`config.mk`:
```
export PLATFORM = sky130hd
export DESIGN_NAME = ascii_to_signed_integer
export DESIGN_NICKNAME = d
export VERILOG_FILES = /design/src/hw/rtl/a2i_pkg.sv /design/src/hw/rtl/ascii_to_signed_integer.sv
export SDC_FILE = /design/constraint.sdc
export NUM_CORES = 2
export LEC_CHECK = 0
export CAP_MARGIN = 10
export CORE_UTILIZATION = 35
export CTS_BUF_LIST = sky130_fd_sc_hd__clkbuf_2
export DETAILED_ROUTE_END_ITERATION = 6
export DONT_BUFFER_PORTS = 1
export PLACE_DENSITY = 0.51
export SLEW_MARGIN = 10
export SYNTH_ARGS = -nofsm -noshare
export SYNTH_HDL_FRONTEND = slang
export SYNTH_SLANG_ARGS = --single-unit
```
`constraint.sdc`:
```
create_clock -name clk -period 19.89 [get_ports clk]
set_input_delay 0 -clock clk [delete_from_list [all_inputs] [get_ports clk]]
set_output_delay 0 -clock clk [all_outputs]
set_load 0.01 [all_outputs]
```
`src/hw/rtl/a2i_pkg.sv`:
```
// shared types, character codes, status codes and digit decode for the ascii to integer converter
package a2i_pkg;

	localparam int unsigned CharW   = 8;
	localparam int unsigned RadixW  = 6;
	localparam int unsigned DigitW  = 7;
	localparam int unsigned StatusW = 2;
	localparam int unsigned ValueW  = 64;
	localparam int unsigned OffsetW = 32;
	localparam int unsigned OutDataW = 104;

	typedef logic [CharW-1:0]   char_t;
	typedef logic [RadixW-1:0]  radix_t;
	typedef logic [DigitW-1:0]  digit_t;
	typedef logic [StatusW-1:0] status_t;

	localparam status_t ST_OK        = 2'd0;
	localparam status_t ST_NO_DIGITS = 2'd1;
	localparam status_t ST_RANGE     = 2'd2;
	localparam status_t ST_BAD_BASE  = 2'd3;

	localparam radix_t RADIX_RESET = 6'd10;
	localparam radix_t RADIX_MAX   = 6'd36;
	localparam radix_t RADIX_ONE   = 6'd1;
	localparam radix_t RADIX_AUTO  = 6'd0;
	localparam radix_t RADIX_OCT   = 6'd8;
	localparam radix_t RADIX_DEC   = 6'd10;
	localparam radix_t RADIX_HEX   = 6'd16;
	localparam radix_t RADIX_MIN   = 6'd2;

	localparam char_t CH_SPACE = 8'd32;
	localparam char_t CH_TAB   = 8'd9;
	localparam char_t CH_CR    = 8'd13;
	localparam char_t CH_PLUS  = 8'h2B;
	localparam char_t CH_MINUS = 8'h2D;
	localparam char_t CH_ZERO  = 8'h30;
	localparam char_t CH_NINE  = 8'h39;
	localparam char_t CH_LC_A  = 8'h61;
	localparam char_t CH_LC_Z  = 8'h7A;
	localparam char_t CH_UC_A  = 8'h41;
	localparam char_t CH_UC_Z  = 8'h5A;
	localparam char_t CH_LC_X  = 8'h78;
	localparam char_t CH_UC_X  = 8'h58;

	localparam digit_t NOT_A_DIGIT = 7'd99;
	localparam digit_t DIGIT_TEN   = 7'd10;

	// digit value of a character, letters counting 10 to 35
	function automatic digit_t digit_of(input char_t ch);
		digit_t d;
		begin
			d = NOT_A_DIGIT;
			if (ch >= CH_ZERO && ch <= CH_NINE) begin
				d = DigitW'(ch - CH_ZERO);
			end else if (ch >= CH_LC_A && ch <= CH_LC_Z) begin
				d = DigitW'(ch - CH_LC_A) + DIGIT_TEN;
			end else if (ch >= CH_UC_A && ch <= CH_UC_Z) begin
				d = DigitW'(ch - CH_UC_A) + DIGIT_TEN;
			end
			return d;
		end
	endfunction

endpackage

```
`src/hw/rtl/ascii_to_signed_integer.sv`:
```
// streaming ascii to signed integer converter, one character per transfer
// result: m_tvalid rises in the cycle after the transfer of the character that ends
//   the number (or of a start character with an invalid radix)
// throughput: one character per cycle unless a held result stalls s_tready; the 6-bit radix
//   multiply and add into the accumulator is the longest path
// reset: arst_n clears the parse state to idle, empties the output register, radix becomes 10
module ascii_to_signed_integer
	import a2i_pkg::*;
#(
	parameter int unsigned VALUE_BITS  = 64,
	parameter int unsigned OFFSET_BITS = 32
) (
	input  logic                clk,
	input  logic                arst_n,
	// configuration: radix register
	input  logic                cfg_valid,
	output logic                cfg_ready,
	input  logic [RadixW-1:0]   cfg_data,
	// character stream
	input  logic                s_tvalid,
	output logic                s_tready,
	input  logic [CharW-1:0]    s_tdata,   // [7:0] character
	input  logic                s_tuser,   // [0] start_req
	// result stream
	output logic                m_tvalid,
	input  logic                m_tready,
	output logic [OutDataW-1:0] m_tdata    // [63:0] value, [95:64] end_offset, [97:96] status
);

	typedef enum logic [2:0] {
		PH_IDLE,
		PH_SPACE,
		PH_FIRST,
		PH_ZERO,
		PH_PREFIX,
		PH_DIGITS
	} phase_t;

	localparam int unsigned MulW = VALUE_BITS + RadixW;

	// signed limits of the accumulator width
	localparam logic [VALUE_BITS-1:0] SMIN = {1'b1, {(VALUE_BITS-1){1'b0}}};
	localparam logic [VALUE_BITS-1:0] SMAX = ~SMIN;
	localparam logic [OFFSET_BITS-1:0] OMAX = '1;

	// parse state
	phase_t                  phase_q;
	logic                    neg_q;
	logic [VALUE_BITS-1:0]   acc_q;
	logic                    ovf_q;
	radix_t                  base_q;
	logic [OFFSET_BITS-1:0]  pos_q;
	logic [OFFSET_BITS-1:0]  nstart_q;
	radix_t                  radix_q;

	// output register
	logic                    out_valid_q;
	logic [VALUE_BITS-1:0]   out_val_q;
	logic [OFFSET_BITS-1:0]  out_off_q;
	status_t                 out_st_q;

	// next state of one character
	phase_t                  ph;
	logic                    neg;
	logic [VALUE_BITS-1:0]   acc;
	logic                    ovf;
	radix_t                  base;
	logic [OFFSET_BITS-1:0]  pos;
	logic [OFFSET_BITS-1:0]  nstart;
	logic                    fin;
	logic                    do_acc;
	logic                    emit;
	logic [VALUE_BITS-1:0]   res_val;
	logic [OFFSET_BITS-1:0]  res_off;
	status_t                 res_st;
	logic [MulW-1:0]         prod;

	char_t                   ch;
	digit_t                  dig;
	logic                    accept;
	logic                    is_space;

	assign ch       = s_tdata;
	assign dig      = digit_of(ch);
	assign is_space = (ch == CH_SPACE) || (ch >= CH_TAB && ch <= CH_CR);

	// single output stage: take a character whenever the result slot is free or draining
	assign s_tready  = !out_valid_q || m_tready;
	assign accept    = s_tvalid && s_tready;
	assign cfg_ready = 1'b1;

	assign m_tvalid = out_valid_q;
	assign m_tdata  = {6'd0, out_st_q, OffsetW'(out_off_q), ValueW'($signed(out_val_q))};

	// one character through the parser, following the phase fall-through
	always_comb begin
		ph      = phase_q;
		neg     = neg_q;
		acc     = acc_q;
		ovf     = ovf_q;
		base    = base_q;
		pos     = pos_q;
		nstart  = nstart_q;
		fin     = 1'b0;
		do_acc  = 1'b0;
		emit    = 1'b0;
		res_val = '0;
		res_off = '0;
		res_st  = ST_OK;
		prod    = '0;

		// start clears the string state, the radix is latched here
		if (s_tuser) begin
			neg    = 1'b0;
			acc    = '0;
			ovf    = 1'b0;
			pos    = '0;
			nstart = '0;
			base   = radix_q;
			if (base == RADIX_ONE || base > RADIX_MAX) begin
				emit   = 1'b1;
				res_st = ST_BAD_BASE;
				ph     = PH_IDLE;
				fin    = 1'b1;
			end else begin
				ph = PH_SPACE;
			end
		end

		if (!fin && ph == PH_IDLE) begin
			fin = 1'b1;
		end

		// leading whitespace, then an optional sign
		if (!fin && ph == PH_SPACE) begin
			if (is_space) begin
				if (pos != OMAX) pos = pos + 1'b1;
				fin = 1'b1;
			end else begin
				nstart = pos;
				ph     = PH_FIRST;
				if (ch == CH_PLUS || ch == CH_MINUS) begin
					neg = (ch == CH_MINUS);
					if (pos != OMAX) pos = pos + 1'b1;
					fin = 1'b1;
				end
			end
		end

		// first character of the number proper
		if (!fin && ph == PH_FIRST) begin
			if (ch == CH_ZERO && (base == RADIX_AUTO || base == RADIX_HEX)) begin
				if (pos != OMAX) pos = pos + 1'b1;
				ph  = PH_ZERO;
				fin = 1'b1;
			end else begin
				if (base == RADIX_AUTO) base = RADIX_DEC;
				if (dig < DigitW'(base)) begin
					do_acc = 1'b1;
					ph     = PH_DIGITS;
				end else begin
					emit    = 1'b1;
					res_off = nstart;
					res_st  = ST_NO_DIGITS;
					ph      = PH_IDLE;
				end
				fin = 1'b1;
			end
		end

		// leading zero: hex prefix or octal in auto mode
		if (!fin && ph == PH_ZERO) begin
			if (ch == CH_LC_X || ch == CH_UC_X) begin
				if (pos != OMAX) pos = pos + 1'b1;
				ph  = PH_PREFIX;
				fin = 1'b1;
			end else begin
				if (base == RADIX_AUTO) base = RADIX_OCT;
				ph = PH_DIGITS;
			end
		end

		// after the prefix: a hex digit, else the lone zero converts
		if (!fin && ph == PH_PREFIX) begin
			if (dig < DigitW'(RADIX_HEX)) begin
				base   = RADIX_HEX;
				do_acc = 1'b1;
				ph     = PH_DIGITS;
			end else begin
				emit    = 1'b1;
				res_off = (pos != '0) ? pos - 1'b1 : '0;
				res_st  = ST_OK;
				ph      = PH_IDLE;
			end
			fin = 1'b1;
		end

		// digit run, ended by the first character that is no digit of the base
		if (!fin) begin
			if (base >= RADIX_MIN && dig < DigitW'(base)) begin
				do_acc = 1'b1;
			end else begin
				emit    = 1'b1;
				res_off = pos;
				ph      = PH_IDLE;
				if (neg) begin
					if (ovf || (acc[VALUE_BITS-1] && acc[VALUE_BITS-2:0] != '0)) begin
						res_val = SMIN;
						res_st  = ST_RANGE;
					end else begin
						res_val = '0 - acc;
						res_st  = ST_OK;
					end
				end else begin
					if (ovf || acc[VALUE_BITS-1]) begin
						res_val = SMAX;
						res_st  = ST_RANGE;
					end else begin
						res_val = acc;
						res_st  = ST_OK;
					end
				end
			end
		end

		// multiply-add, overflow when the product leaves the accumulator width
		if (do_acc) begin
			prod = MulW'(acc) * MulW'(base) + MulW'(dig);
			if (!ovf) begin
				if (prod[MulW-1:VALUE_BITS] != '0) begin
					ovf = 1'b1;
				end else begin
					acc = prod[VALUE_BITS-1:0];
				end
			end
			if (pos != OMAX) pos = pos + 1'b1;
		end
	end

	always_ff @(posedge clk or negedge arst_n) begin
		if (!arst_n) begin
			phase_q     <= PH_IDLE;
			neg_q       <= 1'b0;
			acc_q       <= '0;
			ovf_q       <= 1'b0;
			base_q      <= '0;
			pos_q       <= '0;
			nstart_q    <= '0;
			radix_q     <= RADIX_RESET;
			out_valid_q <= 1'b0;
			out_val_q   <= '0;
			out_off_q   <= '0;
			out_st_q    <= ST_OK;
		end else begin
			if (cfg_valid && cfg_ready) begin
				radix_q <= cfg_data;
			end
			if (accept) begin
				phase_q  <= ph;
				neg_q    <= neg;
				acc_q    <= acc;
				ovf_q    <= ovf;
				base_q   <= base;
				pos_q    <= pos;
				nstart_q <= nstart;
			end
			// result register, loaded on the transfer that completes a number or meets a bad radix
			if (accept && emit) begin
				out_valid_q <= 1'b1;
				out_val_q   <= res_val;
				out_off_q   <= res_off;
				out_st_q    <= res_st;
			end else if (m_tready) begin
				out_valid_q <= 1'b0;
			end
		end
	end

	// a saturated result carries one of the two signed limits
	a_range_limits: assert property (@(posedge clk) disable iff (!arst_n)
		(out_valid_q && out_st_q == ST_RANGE) |-> (out_val_q == SMAX || out_val_q == SMIN))
		else $error("range status without a saturated value");

	// no digits or a bad radix always gives a zero value
	a_zero_value: assert property (@(posedge clk) disable iff (!arst_n)
		(out_valid_q && (out_st_q == ST_NO_DIGITS || out_st_q == ST_BAD_BASE))
			|-> (out_val_q == '0))
		else $error("nonzero value with no-digit or bad-radix status");

	// a character that completes nothing leaves the result slot only draining
	a_no_spurious: assert property (@(posedge clk) disable iff (!arst_n)
		(accept && !emit) |=> (m_tvalid == ($past(m_tvalid) && !$past(m_tready))))
		else $error("result produced without a completing character");

	// every result returns the parser to idle
	a_idle_after: assert property (@(posedge clk) disable iff (!arst_n)
		(accept && emit) |=> (phase_q == PH_IDLE))
		else $error("parser not idle after a result");

endmodule

```
==> impl_summary.txt <==
----------------------------------------------------
[Critical path]
  Arrival time at the worst endpoint ... 13.88 ns
  Category of the most critical setup path ... in -> reg
  Cell with the biggest individual delay on the critical path ... sky130_fd_sc_hd__dlygate4sd3_1
  Origin of the worst setup path ... s_tuser
  WP data required ... 20.76 ns
  Cell type with the highest occurrence count on the critical path ... sky130_fd_sc_hd__buf_4
  Crit path capture type ... register
  Slowest cell delay on critical path ... around 0.7 ns
  Kind of start point of the critical path ... input port
  Reg-to-Reg Start ... radix_q[1]
  Largest fanout on the critical path ... 128

[Worst hold path]
  Worst hold path startpoint ... s_tdata[1]
  Min-Delay Path Class ... in -> reg

[STA]
  Max_slew headroom ... 0.2100
  Worst Skew ... between 0.1 and 0.15 ns
  Share of the clock period used by the worst path after layout ... 0.6540
  Post-route setup TNS ... 0 ns
  Count of pins over their slew limit ... 0
  Post-layout min period ... 13.01 ns
  Unrepaired setup endpoints after global routing ... no
  Actual transition at the worst max-transition pin ... approximately 1.2 ns
  Top achievable clock speed ... between 0.07 and 0.08 GHz
  Final hold violations ... 0
  Count of final setup violators ... 0

[Finish]
  Area taken by multi-input logic gates ... between 20000 and 25000 µm²
  Fillers ... between 9k and 10k
  Sequential Area ... approximately 6000 µm²
  Number of nets in the finished design ... between 4k and 5k
  Area overhead of the layout relative to synthesis ... 7.375%
  Share of final-layout standard cells stronger than drive strength 1 ... 0.07846

[Floorplan]
  Die extent in y ... between 300 and 400 µm
  Total Die Area ... ~92000 µm²
  Number of I/O pins ... 127
  Core Footprint ... 90150 µm²
  DIE WIDTH ... approximately 300 µm
  Row Count ... 110
  Initial Util ... 0.3534

[GRT]
  First-pass GRT wire length ... around 190 mm
  Number of global-route vias before repair ... roughly 31k
  Maximum number of pins on one net before global-route repair ... 243
  Antenna violations before repair ... 1
  Total congestion overflow after global routing ... 0
  All-Layer GR Usage ... 0.2573

[Placed design]
  GPL Wtd Cong ... about 0.95
  IO buf count ... 0
  Detailed placer's ending HPWL ... between 80 and 90 mm

[Detailed routing]
  Uppermost layer routed ... met4
  Drt total wl ... 119.1 mm
  Number of antenna-violating nets in the routed design ... 0
  Length of routed wiring on met1 ... about 50 mm
  Post-detailed-route wirelength per cell ... about 23 µm
  Number of detailed-route iterations in the first pass ... 7
  Wire length on met2 ... 56.65 mm
  Detailed router's first-iteration violation count ... roughly 2.5k
  Remaining design rule violation count ... 0
  Vias/cell ... 5.900
  Total number of vias ... around 30k
  Met3 WL post-DR ... between 6 and 7 mm

[Yosys]
  Gate count of the mapped netlist ... ~4.0k
  Async SR Flop Fraction ... 1.000
  Most instantiated flip-flop cell in the synthesis netlist ... sky130_fd_sc_hd__dfrtp_1
  Number of enable-type register cells in the synthesized netlist ... 0
  Number of warnings reported in the yosys synthesis log ... 0
  Sequential cell area fraction in the yosys report ... 0.1917
  Average cell area after synthesis ... between 7 and 8 µm²
  Post-synthesis register bit count ... between 200 and 250
  Total standard cell area after synthesis ... approximately 32000 µm²
  Cell variety after synth ... 110

[Run status]
  Outcome ... finished, final reports clean

[Clock tree]
  Count of H-tree levels built during CTS ... 3
  Total CTS buffers ... a little under 80
  # Post-CTS Setup Buffers ... 0
  Post-CTS clock slew at the launch and capture registers of the worst setup and hold paths ... around 0.12 ns
  Clock Tree Root ... sky130_fd_sc_hd__clkbuf_2
  Latest clock arrival within the worst-skew pair ... ~1.2 ns
  Gates resized, CTS repair ... 0
  Hold-fix buffer count after cts ... 52
  TritonCTS clock tree ... built
  Count of clock tree sinks ... ~240
  Maximum count of clock buffers along a single path ... 3

[Power and ir drop]
  Maximum ir drop on the vdd rail ... ~40 µV
  Static leakage power ... approximately 16 nW
  Post-layout power ... about 0.0018 W
  Pwr per Cell Area ... ~52 nW/µm²

[Run]
  Number of max-cap violations ... 0

----------------------------------------------------
-- where the power goes --
part           total, W  leakage (nW)  internal [W]  switching, W
sequential     0.000605          3.33      0.000541     0.0000633
clock          0.000425         0.514      0.000158      0.000267
combinational  0.000756          11.8      0.000214      0.000542
total           0.00179          15.7      0.000913      0.000873
-- Yosys cell counts (42+ instances only) --
cell type,number,area [µm²]
sky130_fd_sc_hd__nor4_1,54,337.8
sky130_fd_sc_hd__a21o_1,85,638.1
sky130_fd_sc_hd__nand2_1,427,1603
sky130_fd_sc_hd__xor2_1,47,411.6
sky130_fd_sc_hd__a31oi_1,46,287.8
sky130_fd_sc_hd__dfrtp_1,242,6056
sky130_fd_sc_hd__clkbuf_1,210,788.3
sky130_fd_sc_hd__o21ai_0,303,1516
sky130_fd_sc_hd__ha_1,171,2140
sky130_fd_sc_hd__nor2b_1,48,300.3
sky130_fd_sc_hd__nand4_1,62,387.9
sky130_fd_sc_hd__nand3_1,170,850.8
sky130_fd_sc_hd__xnor2_1,107,937.2
sky130_fd_sc_hd__inv_1,100,375.4
sky130_fd_sc_hd__nor3_1,82,410.4
sky130_fd_sc_hd__nor2_1,613,2301
sky130_fd_sc_hd__mux2i_1,46,460.4
sky130_fd_sc_hd__fa_1,253,5065
sky130_fd_sc_hd__nand2b_1,42,262.8
sky130_fd_sc_hd__a21oi_1,219,1096
-- registers in the layout, indices dropped and copies added, names as in the netlist --
register / cells
radix_q: 6
base_q: 6
out_off_q: 32
nstart_q: 32
out_val_q: 64
neg_q: 1
m_tvalid: 1
out_st_q: 2
pos_q: 32
ovf_q: 1
acc_q: 64
phase_q: 3
-- metrics by stage --
step	util	setup WS (ns)	hold slack (ns)	cells	cell area (µm²)
2_1_floorplan	-	9.451	-0.2956	4022	31880
3_3_place_gp	0.3651	7.693	-0.2789	5005	32910
3_5_place_dp	0.3651	7.314	-0.2790	5005	32910
4_1_cts	0.3792	7.103	0.003982	5190	34180
5_1_grt	0.3795	5.972	0.1413	5192	34210
6_report	0.3795	6.882	0.1872	5192	34210
-- critical path, delay by kind of cell --
family / cells / cell delay [ns]
muxes: 1 / 0.17
and+or+nand+nor: 8 / 3.25
adders and majority gates: 5 / 2.32
buffers and inverters: 11 / 3.76
AOI/OAI and AO/OA: 16 / 4.19
-- cell families after synthesis --
group | synth area share
AO/OA/AOI/OAI | 0.2168
XOR/XNOR | 0.04233
adder cells (fa/ha/maj) | 0.2261
buffers and inverters | 0.04477
flip-flops | 0.1917
multiplexers | 0.02081
other | 0.0002357
AND/OR/NAND/NOR | 0.2572
-- layout make-up --
| cell class | instances | share of cell area |
|---|---|---|
| Multi-Input combinational cell | 3417 | 0.7147 |
| Sequential cell | 244 | 0.1786 |
| Tap cell | 1176 | 0.04301 |
| Timing Repair Buffer | 119 | 0.03262 |
| Clock buffer | 105 | 0.01536 |
| Inverter | 102 | 0.01123 |
| Clock inverter | 28 | 0.004462 |
| Antenna cell | 1 | 0.00007315 |
-- layer usage --
metal / GRT usage / up-vias
met5: 0 / -
met4: 0.1178 / 0
met3: 0.03327 / 254
met1: 0.3239 / 15072
li1: - / 14292
met2: 0.4378 / 1016
-- layout by cell type (no fill, tap or decap), drive strengths merged, types with 17 or more instances in the layout --
cell type and count:
and3 28, a22o 25, a22oi 37, clkinv 24, inv 103, a31oi 46
o21a 24, nand2b 42, nand3 170, a21oi 221, nor2b 48, a21boi 17
ha 171, fa 253, xnor2 107, nor3 83, nor4 61, buf 72
or2 28, o31ai 30, nand4 64, o21ai 318, xor2 47, mux2i 46
and2 22, o21bai 20, or3 31, nor2 614, dlygate4sd3 47, a211oi 25
nand2 430, dfrtp 242, mux2 18, clkbuf 105, o211ai 26, or4 18
a21o 85
-- path summary, 6_finish.rpt --
| check | end | slack, ns | cells after the start |
|---|---|---|---|
| worst max-delay path | acc_q[30] | 6.88 | 41 |
| worst min-delay path | acc_q[2] | 0.19 | 8 |
| worst max register to register | acc_q[30] | 7.13 | 37 |
| worst min register to register | nstart_q[31] | 0.49 | 2 |
| max in group asynchronous | pos_q[26] | 17.85 | 6 |
| min in group asynchronous | radix_q[1] | 0.72 | 4 |
Power figures use the tool's default switching activity.
